File: src/hdl/mlcb_pkg.sv
`timescale 1ns / 1ps
// ----------------------------------------------------------------------------
// mlcb_pkg
// Shared types, constants and tables of the mouse-look camera basis block.
// ----------------------------------------------------------------------------
package mlcb_pkg;

    // Fraction bits of the vector outputs.
    localparam int VECTOR_FRAC_BITS = 14;
    // Right shift from a Q4.60 product down to the output format.
    localparam int OUT_SHIFT = 60 - VECTOR_FRAC_BITS;

    // Port widths.
    localparam int IN_W        = 32;
    localparam int OUT_W       = 184;
    localparam int CFG_DATA_W  = 25;
    localparam int CFG_INDEX_W = 3;
    localparam int IDX_W       = 4;

    // Angles are in 1/65536 degree.
    localparam logic [24:0] TURN    = 25'd23592960;
    localparam logic [24:0] HALF    = 25'd11796480;
    localparam logic [24:0] QUARTER = 25'd5898240;
    localparam logic [24:0] EIGHTH  = 25'd2949120;
    localparam logic [33:0] TURN34  = 34'd23592960;
    // 512 turns, added so that the yaw sum is never negative.
    localparam logic [33:0] WRAP_BIAS = 34'd12079595520;
    // Highest shift of one turn in the restoring yaw reduction.
    localparam logic [IDX_W-1:0] WRAP_TOP = 4'd9;

    // Degree-to-radian factor round(pi/180 * 2^46), split at bit 32.
    localparam logic [8:0]  RAD_KH = 9'd285;
    localparam logic [31:0] RAD_KL = 32'd4100597034;

    localparam logic [30:0]        ONE30   = 31'h4000_0000;
    localparam logic signed [31:0] ONE30_S = 32'sh4000_0000;

    // Series terms: sine terms first, then cosine terms.
    localparam logic [IDX_W-1:0] LAST_SIN_TERM = 4'd5;
    localparam logic [IDX_W-1:0] LAST_TERM     = 4'd12;
    localparam logic [1:0]       LAST_PROD     = 2'd3;

    // Configuration register indexes.
    typedef enum logic [CFG_INDEX_W-1:0] {
        CFG_YAW_START   = 3'd0,
        CFG_PITCH_START = 3'd1,
        CFG_SENSITIVITY = 3'd2,
        CFG_PITCH_UPPER = 3'd3,
        CFG_PITCH_LOWER = 3'd4
    } cfg_idx_t;

    // Datapath operations issued by the controller.
    typedef enum logic [4:0] {
        OP_NONE,
        OP_LOAD,
        OP_DELTA,
        OP_CLAMP,
        OP_WRAP,
        OP_ALOAD,
        OP_AQ2,
        OP_AQ1,
        OP_FOLD,
        OP_XLO,
        OP_XHI,
        OP_XSQ,
        OP_TMUL,
        OP_TRCP,
        OP_TACC,
        OP_ASTORE,
        OP_PROD,
        OP_OUT
    } op_t;

    typedef struct packed {
        op_t              op;
        logic [IDX_W-1:0] idx;
        logic             ang;   // 0: yaw, 1: pitch
    } cmd_t;

    typedef struct packed {
        logic out_full;          // result register holds an item not yet taken
    } stat_t;

    // Integer factor that divides each series term.
    function automatic logic [7:0] term_div(input logic [IDX_W-1:0] j);
        logic [7:0] d;
        unique case (j)
            4'd0:    d = 8'd6;
            4'd1:    d = 8'd20;
            4'd2:    d = 8'd42;
            4'd3:    d = 8'd72;
            4'd4:    d = 8'd110;
            4'd5:    d = 8'd156;
            4'd6:    d = 8'd2;
            4'd7:    d = 8'd12;
            4'd8:    d = 8'd30;
            4'd9:    d = 8'd56;
            4'd10:   d = 8'd90;
            4'd11:   d = 8'd132;
            4'd12:   d = 8'd182;
            default: d = 8'd1;
        endcase
        return d;
    endfunction

    // floor(2^31 / term_div(j)); the quotient estimate is low by at most one.
    function automatic logic [30:0] term_rcp(input logic [IDX_W-1:0] j);
        logic [30:0] m;
        unique case (j)
            4'd0:    m = 31'd357913941;
            4'd1:    m = 31'd107374182;
            4'd2:    m = 31'd51130563;
            4'd3:    m = 31'd29826161;
            4'd4:    m = 31'd19522578;
            4'd5:    m = 31'd13765920;
            4'd6:    m = 31'd1073741824;
            4'd7:    m = 31'd178956970;
            4'd8:    m = 31'd71582788;
            4'd9:    m = 31'd38347922;
            4'd10:   m = 31'd23860929;
            4'd11:   m = 31'd16268815;
            4'd12:   m = 31'd11799360;
            default: m = 31'd0;
        endcase
        return m;
    endfunction

    // Q4.60 to the output format, nearest with ties away from zero.
    function automatic logic [15:0] round_out(input logic signed [63:0] v);
        logic [63:0] mag;
        logic [63:0] r;
        mag = v[63] ? 64'(-v) : 64'(v);
        r   = (mag + (64'd1 << (OUT_SHIFT - 1))) >> OUT_SHIFT;
        if (v[63])
        begin
            r = 64'(-r);
        end
        return r[15:0];
    endfunction

endpackage

File: src/hdl/mlcb_ctrl.sv
`timescale 1ns / 1ps
// ----------------------------------------------------------------------------
// mlcb_ctrl
// Sequencer: steps the datapath through update, reduction, sine-cosine
// series and output products for one item at a time.
// ----------------------------------------------------------------------------
module mlcb_ctrl
    import mlcb_pkg::*;
(
    input  logic  clk,
    input  logic  rst_n,
    input  logic  in_valid,
    input  stat_t stat,
    output logic  in_ready,
    output cmd_t  cmd
);

    typedef enum logic [16:0] {
        ST_IDLE   = 17'h00001,
        ST_DELTA  = 17'h00002,
        ST_CLAMP  = 17'h00004,
        ST_WRAP   = 17'h00008,
        ST_ALOAD  = 17'h00010,
        ST_AQ2    = 17'h00020,
        ST_AQ1    = 17'h00040,
        ST_FOLD   = 17'h00080,
        ST_XLO    = 17'h00100,
        ST_XHI    = 17'h00200,
        ST_XSQ    = 17'h00400,
        ST_TMUL   = 17'h00800,
        ST_TRCP   = 17'h01000,
        ST_TACC   = 17'h02000,
        ST_ASTORE = 17'h04000,
        ST_PROD   = 17'h08000,
        ST_OUT    = 17'h10000
    } state_t;

    state_t           state_reg, state_next;
    logic [IDX_W-1:0] idx_reg, idx_next;
    logic             ang_reg, ang_next;

    // State and step counters.
    always_ff @(posedge clk or negedge rst_n)
    begin
        if (!rst_n)
        begin
            state_reg <= ST_IDLE;
            idx_reg   <= '0;
            ang_reg   <= 1'b0;
        end
        else
        begin
            state_reg <= state_next;
            idx_reg   <= idx_next;
            ang_reg   <= ang_next;
        end
    end

    // Next state and datapath command.
    always_comb
    begin
        state_next = state_reg;
        idx_next   = idx_reg;
        ang_next   = ang_reg;
        in_ready   = 1'b0;
        cmd.op     = OP_NONE;
        cmd.idx    = idx_reg;
        cmd.ang    = ang_reg;
        unique case (state_reg)
            ST_IDLE:
            begin
                in_ready = 1'b1;
                if (in_valid)
                begin
                    cmd.op     = OP_LOAD;
                    state_next = ST_DELTA;
                end
            end
            ST_DELTA:
            begin
                cmd.op     = OP_DELTA;
                state_next = ST_CLAMP;
            end
            ST_CLAMP:
            begin
                cmd.op     = OP_CLAMP;
                idx_next   = WRAP_TOP;
                state_next = ST_WRAP;
            end
            ST_WRAP:
            begin
                cmd.op = OP_WRAP;
                if (idx_reg == '0)
                begin
                    ang_next   = 1'b0;
                    state_next = ST_ALOAD;
                end
                else
                begin
                    idx_next = idx_reg - 1'b1;
                end
            end
            ST_ALOAD:
            begin
                cmd.op     = OP_ALOAD;
                state_next = ST_AQ2;
            end
            ST_AQ2:
            begin
                cmd.op     = OP_AQ2;
                state_next = ST_AQ1;
            end
            ST_AQ1:
            begin
                cmd.op     = OP_AQ1;
                state_next = ST_FOLD;
            end
            ST_FOLD:
            begin
                cmd.op     = OP_FOLD;
                state_next = ST_XLO;
            end
            ST_XLO:
            begin
                cmd.op     = OP_XLO;
                state_next = ST_XHI;
            end
            ST_XHI:
            begin
                cmd.op     = OP_XHI;
                state_next = ST_XSQ;
            end
            ST_XSQ:
            begin
                cmd.op     = OP_XSQ;
                idx_next   = '0;
                state_next = ST_TMUL;
            end
            ST_TMUL:
            begin
                cmd.op     = OP_TMUL;
                state_next = ST_TRCP;
            end
            ST_TRCP:
            begin
                cmd.op     = OP_TRCP;
                state_next = ST_TACC;
            end
            ST_TACC:
            begin
                cmd.op = OP_TACC;
                if (idx_reg == LAST_TERM)
                begin
                    state_next = ST_ASTORE;
                end
                else
                begin
                    idx_next   = idx_reg + 1'b1;
                    state_next = ST_TMUL;
                end
            end
            ST_ASTORE:
            begin
                cmd.op = OP_ASTORE;
                if (!ang_reg)
                begin
                    ang_next   = 1'b1;
                    state_next = ST_ALOAD;
                end
                else
                begin
                    idx_next   = '0;
                    state_next = ST_PROD;
                end
            end
            ST_PROD:
            begin
                cmd.op = OP_PROD;
                if (idx_reg[1:0] == LAST_PROD)
                begin
                    state_next = ST_OUT;
                end
                else
                begin
                    idx_next = idx_reg + 1'b1;
                end
            end
            ST_OUT:
            begin
                // Wait until the result register is free.
                if (!stat.out_full)
                begin
                    cmd.op     = OP_OUT;
                    state_next = ST_IDLE;
                end
            end
            default:
            begin
                state_next = ST_IDLE;
            end
        endcase
    end

endmodule

File: config.mk
export PLATFORM = sky130hd
export DESIGN_NAME = mlcb_ctrl
export DESIGN_NICKNAME = d
export VERILOG_FILES = /design/src/hdl/mlcb_pkg.sv /design/src/hdl/mlcb_ctrl.sv
export SDC_FILE = /design/constraint.sdc
export NUM_CORES = 1
export LEC_CHECK = 0
export BUFFER_PORTS_ARGS = -buffer_cell sky130_fd_sc_hd__buf_2
export CAP_MARGIN = 30
export CORE_MARGIN = 8
export CORE_UTILIZATION = 38
export DETAILED_ROUTE_END_ITERATION = 7
export SYNTH_ARGS = -nofsm -noshare
export SYNTH_HDL_FRONTEND = slang
export SYNTH_SLANG_ARGS = --single-unit
File: constraint.sdc
create_clock -name clk -period 4.3 [get_ports clk]
set_input_delay 0.645 -clock clk [delete_from_list [all_inputs] [get_ports clk]]
set_output_delay 0.645 -clock clk [all_outputs]
set_load 0.005 [all_outputs]
==> impl_results.md <==
- Post-CTS resize count: 0
- Clock tree from TritonCTS: built
- IO buf count: 14
- DP Area: around 1500 sq um
- Max-slew violation count: 0
- Critical path type: reg2out
- Synth top area cells: dfrtp_1 (35%), nor3b_1 (4.5%), bufbuf_16 (4.3%), nor2_1 (4.0%), nor3_1 (3.3%)
- Slowest CP cell: or4_1
- Final setup fails: 0
- Crit-path max FO: 5
- Register area: around 550 sq um
- Max_cap viols: 0
- Max reg flops: 17
- DIE HEIGHT: 78.9 um
- Register bit count reported by yosys: 22
- Net count reported at finish: 170
- Initial antenna violation count: 0
- Post-Synthesis Cell Area: 1500 sq um
- R2r worst-path depth: 9
- Die Footprint: 6220 sq um
- DRC: 0
- RSZ-0062 raised after global routing: false
- Gr ovfl total: 0
- Post-CTS Setup Inserts: 0
- Top-area cell type share of the netlist area: 0.350
- R2r startpoint: state_reg[1]
- Most frequent cells in the layout: dfrtp_1 (21), nor2_1 (16), buf_2 (14), nor3_1 (10), nor3b_1 (9)
- Synth async-reset ratio: 1.00
- CP Capture Type: output pin
- Largest net degree at the start of global routing: 23
- Final Hold Fails: 0
- Yosys cell types: 48
- Reg-to-reg slack, setup: 1.47 ns
- # IOs: 15
- Area grow syn2layout: 5.33%
- # fillers: 401
- Seq/Total Area, Yosys: 0.367
- CP bufs+invs: 1
- Via/cell ratio: about 5.9
- Setup TNS: 0 ns
- Area of the multi-input gates: around 830 sq um
- Slew Limit Headroom: 0.420
- Worst-margin pin slew: roughly 0.87 ns
- Routed wire length: 3.61 mm
- First-pass GRT wire length: 6.02 mm
- Status: finished clean
- CP Data Arrival Time: 2.61 ns
- Final Skew: 0.00573 ns
- Post-synth EDFFs: 0
- Hold-fix buffers, CTS: 0
- Detail Route Antenna Nets: 0
- Period utilization: 0.757
- Peak supply drop: 0.182 mV
- Drt wl/cell: 16.9 um
- Dpl ws: 1.38 ns
- Most common cell after layout, fill and taps aside: dfrtp_1
- Hold Crit Class: in2async
- CP max stage delay: around 0.59 ns
- Antenna diode count: 0
- Clk sinks: 22
- Number of synthesis warnings: 0
- Total number of vias: 1251
- Worst skew pair latency: 0.28 ns
- Avg Inst Size Synth: 9.88 sq um
- Final instance area: between 1500 and 2000 sq um
- Clock root buffer: clkbuf_8
- Cell area power density: 432 nW/um^2
- Top delay family on crit path: simple AND/OR/NAND/NOR gates
- Worst Setup Start Kind: flip-flop
- GP Congestion: approximately 0.89
- Area of the core: a little under 4000 sq um
- Setup ws final: 1.05 ns
- Vias in the first global route: 1245
- Reg2reg end: idx_reg[3]
- Number of CTS-inserted buffers: 3
- Worst EP required: 3.65 ns
- Cell taking the most area after synthesis: dfrtp_1
- Layout cells sized above 1: 0.215
- Starting DRT DRC Count: 90
- Synthesized Nets: 158
- CTS max path bufs: 2
- Post-Syn Instances: 152
- Leak pwr: 0.677 nW
- Initial Utilization: 0.384
- HPWL after DPL: 2.75 mm
- # rows: 23
- Total GRT Usage: 0.121
- Register clock-pin slew on the reported worst setup and hold paths: 0.08 ns
- CP cell instances: or4_1 > nor3_1 > nand3_1 > nor3b_2 > and2_1 > nand4b_1 > buf_2
- Crit path time final: roughly 3.3 ns
- Htree depth: 1
- Top FF cell, synth: dfrtp_1
- Die X: 78.9 um
- Final Power: 0.000683 W
- Drt pass-1 iters: 4
- Max Clk Rate: 0.307 GHz
==> cells by family after synthesis <==
family	Yosys count	synth area share
xor+xnor	5	0.0292
flops	22	0.368
fa+ha+maj	2	0.0167
compound gates	24	0.115
buf+inv	9	0.0767
simple gates	89	0.385
mux	1	0.0100
==> Yosys cell counts (5+ instances only) <==
cell type,n
dfrtp_1,21
nor2_1,16
nor3_1,10
nor3b_1,9
nand2_1,8
o21ai_0,8
nand3_1,5
nand4_1,5
nor4_1,5
==> worst register-to-register path, cell delays in order, from the launching register on <==
cell	delay [ns]
dfrtp_1	0.44
nor4_2	0.46
nand4_1	0.22
or3_1	0.47
ha_1	0.35
nor2b_1	0.16
or3_1	0.31
a21oi_1	0.13
a211oi_1	0.05
o21ai_0	0.16
==> layout make-up <==
type | count | area share
Multi-Input combinational cell | 121 | 0.528
Clock buffer | 4 | 0.0348
Tap cell | 50 | 0.0396
Inverter | 2 | 0.00475
Timing Repair Buffer | 14 | 0.0443
Sequential cell | 22 | 0.349
==> metrics by stage <==
step	cells	util	hold WS [ns]
after floorplan	152	-	0.349
after global placement	209	0.390	0.542
after detailed placement	209	0.390	0.557
after CTS	213	0.404	0.348
after global routing	213	0.404	0.370
final	213	0.404	0.335
==> where the power goes <==
| group | switching (W) | internal, W |
|---|---|---|
| clock network | 0.0000738 | 0.0000820 |
| registers | 0.0000425 | 0.000234 |
| logic | 0.000140 | 0.000111 |
==> metal layers <==
metal / wire length (um) / track usage / part of all wire / vias up
li1: - / - / - / 595
met1: 1670 / 0.148 / 0.46 / 616
met4: 104 / 0.0685 / 0.029 / 0
met3: 99 / 0.0181 / 0.027 / 10
met5: 0 / 0 / 0 / -
met2: 1740 / 0.200 / 0.48 / 30
==> worst max path at each step <==
stage | slack [ns] | cells past startpoint | endpoint | startpoint
global placement | 1.33 | 7 | cmd[5] | state_reg[13]
detailed placement | 1.38 | 7 | cmd[5] | state_reg[13]
CTS | 1.07 | 7 | cmd[5] | state_reg[13]
floorplan | 1.68 | 7 | cmd[5] | state_reg[13]
global route | 0.90 | 7 | cmd[5] | state_reg[13]
finish | 1.05 | 7 | cmd[5] | state_reg[8]
No activity file was read; power rests on OpenSTA's default activity.
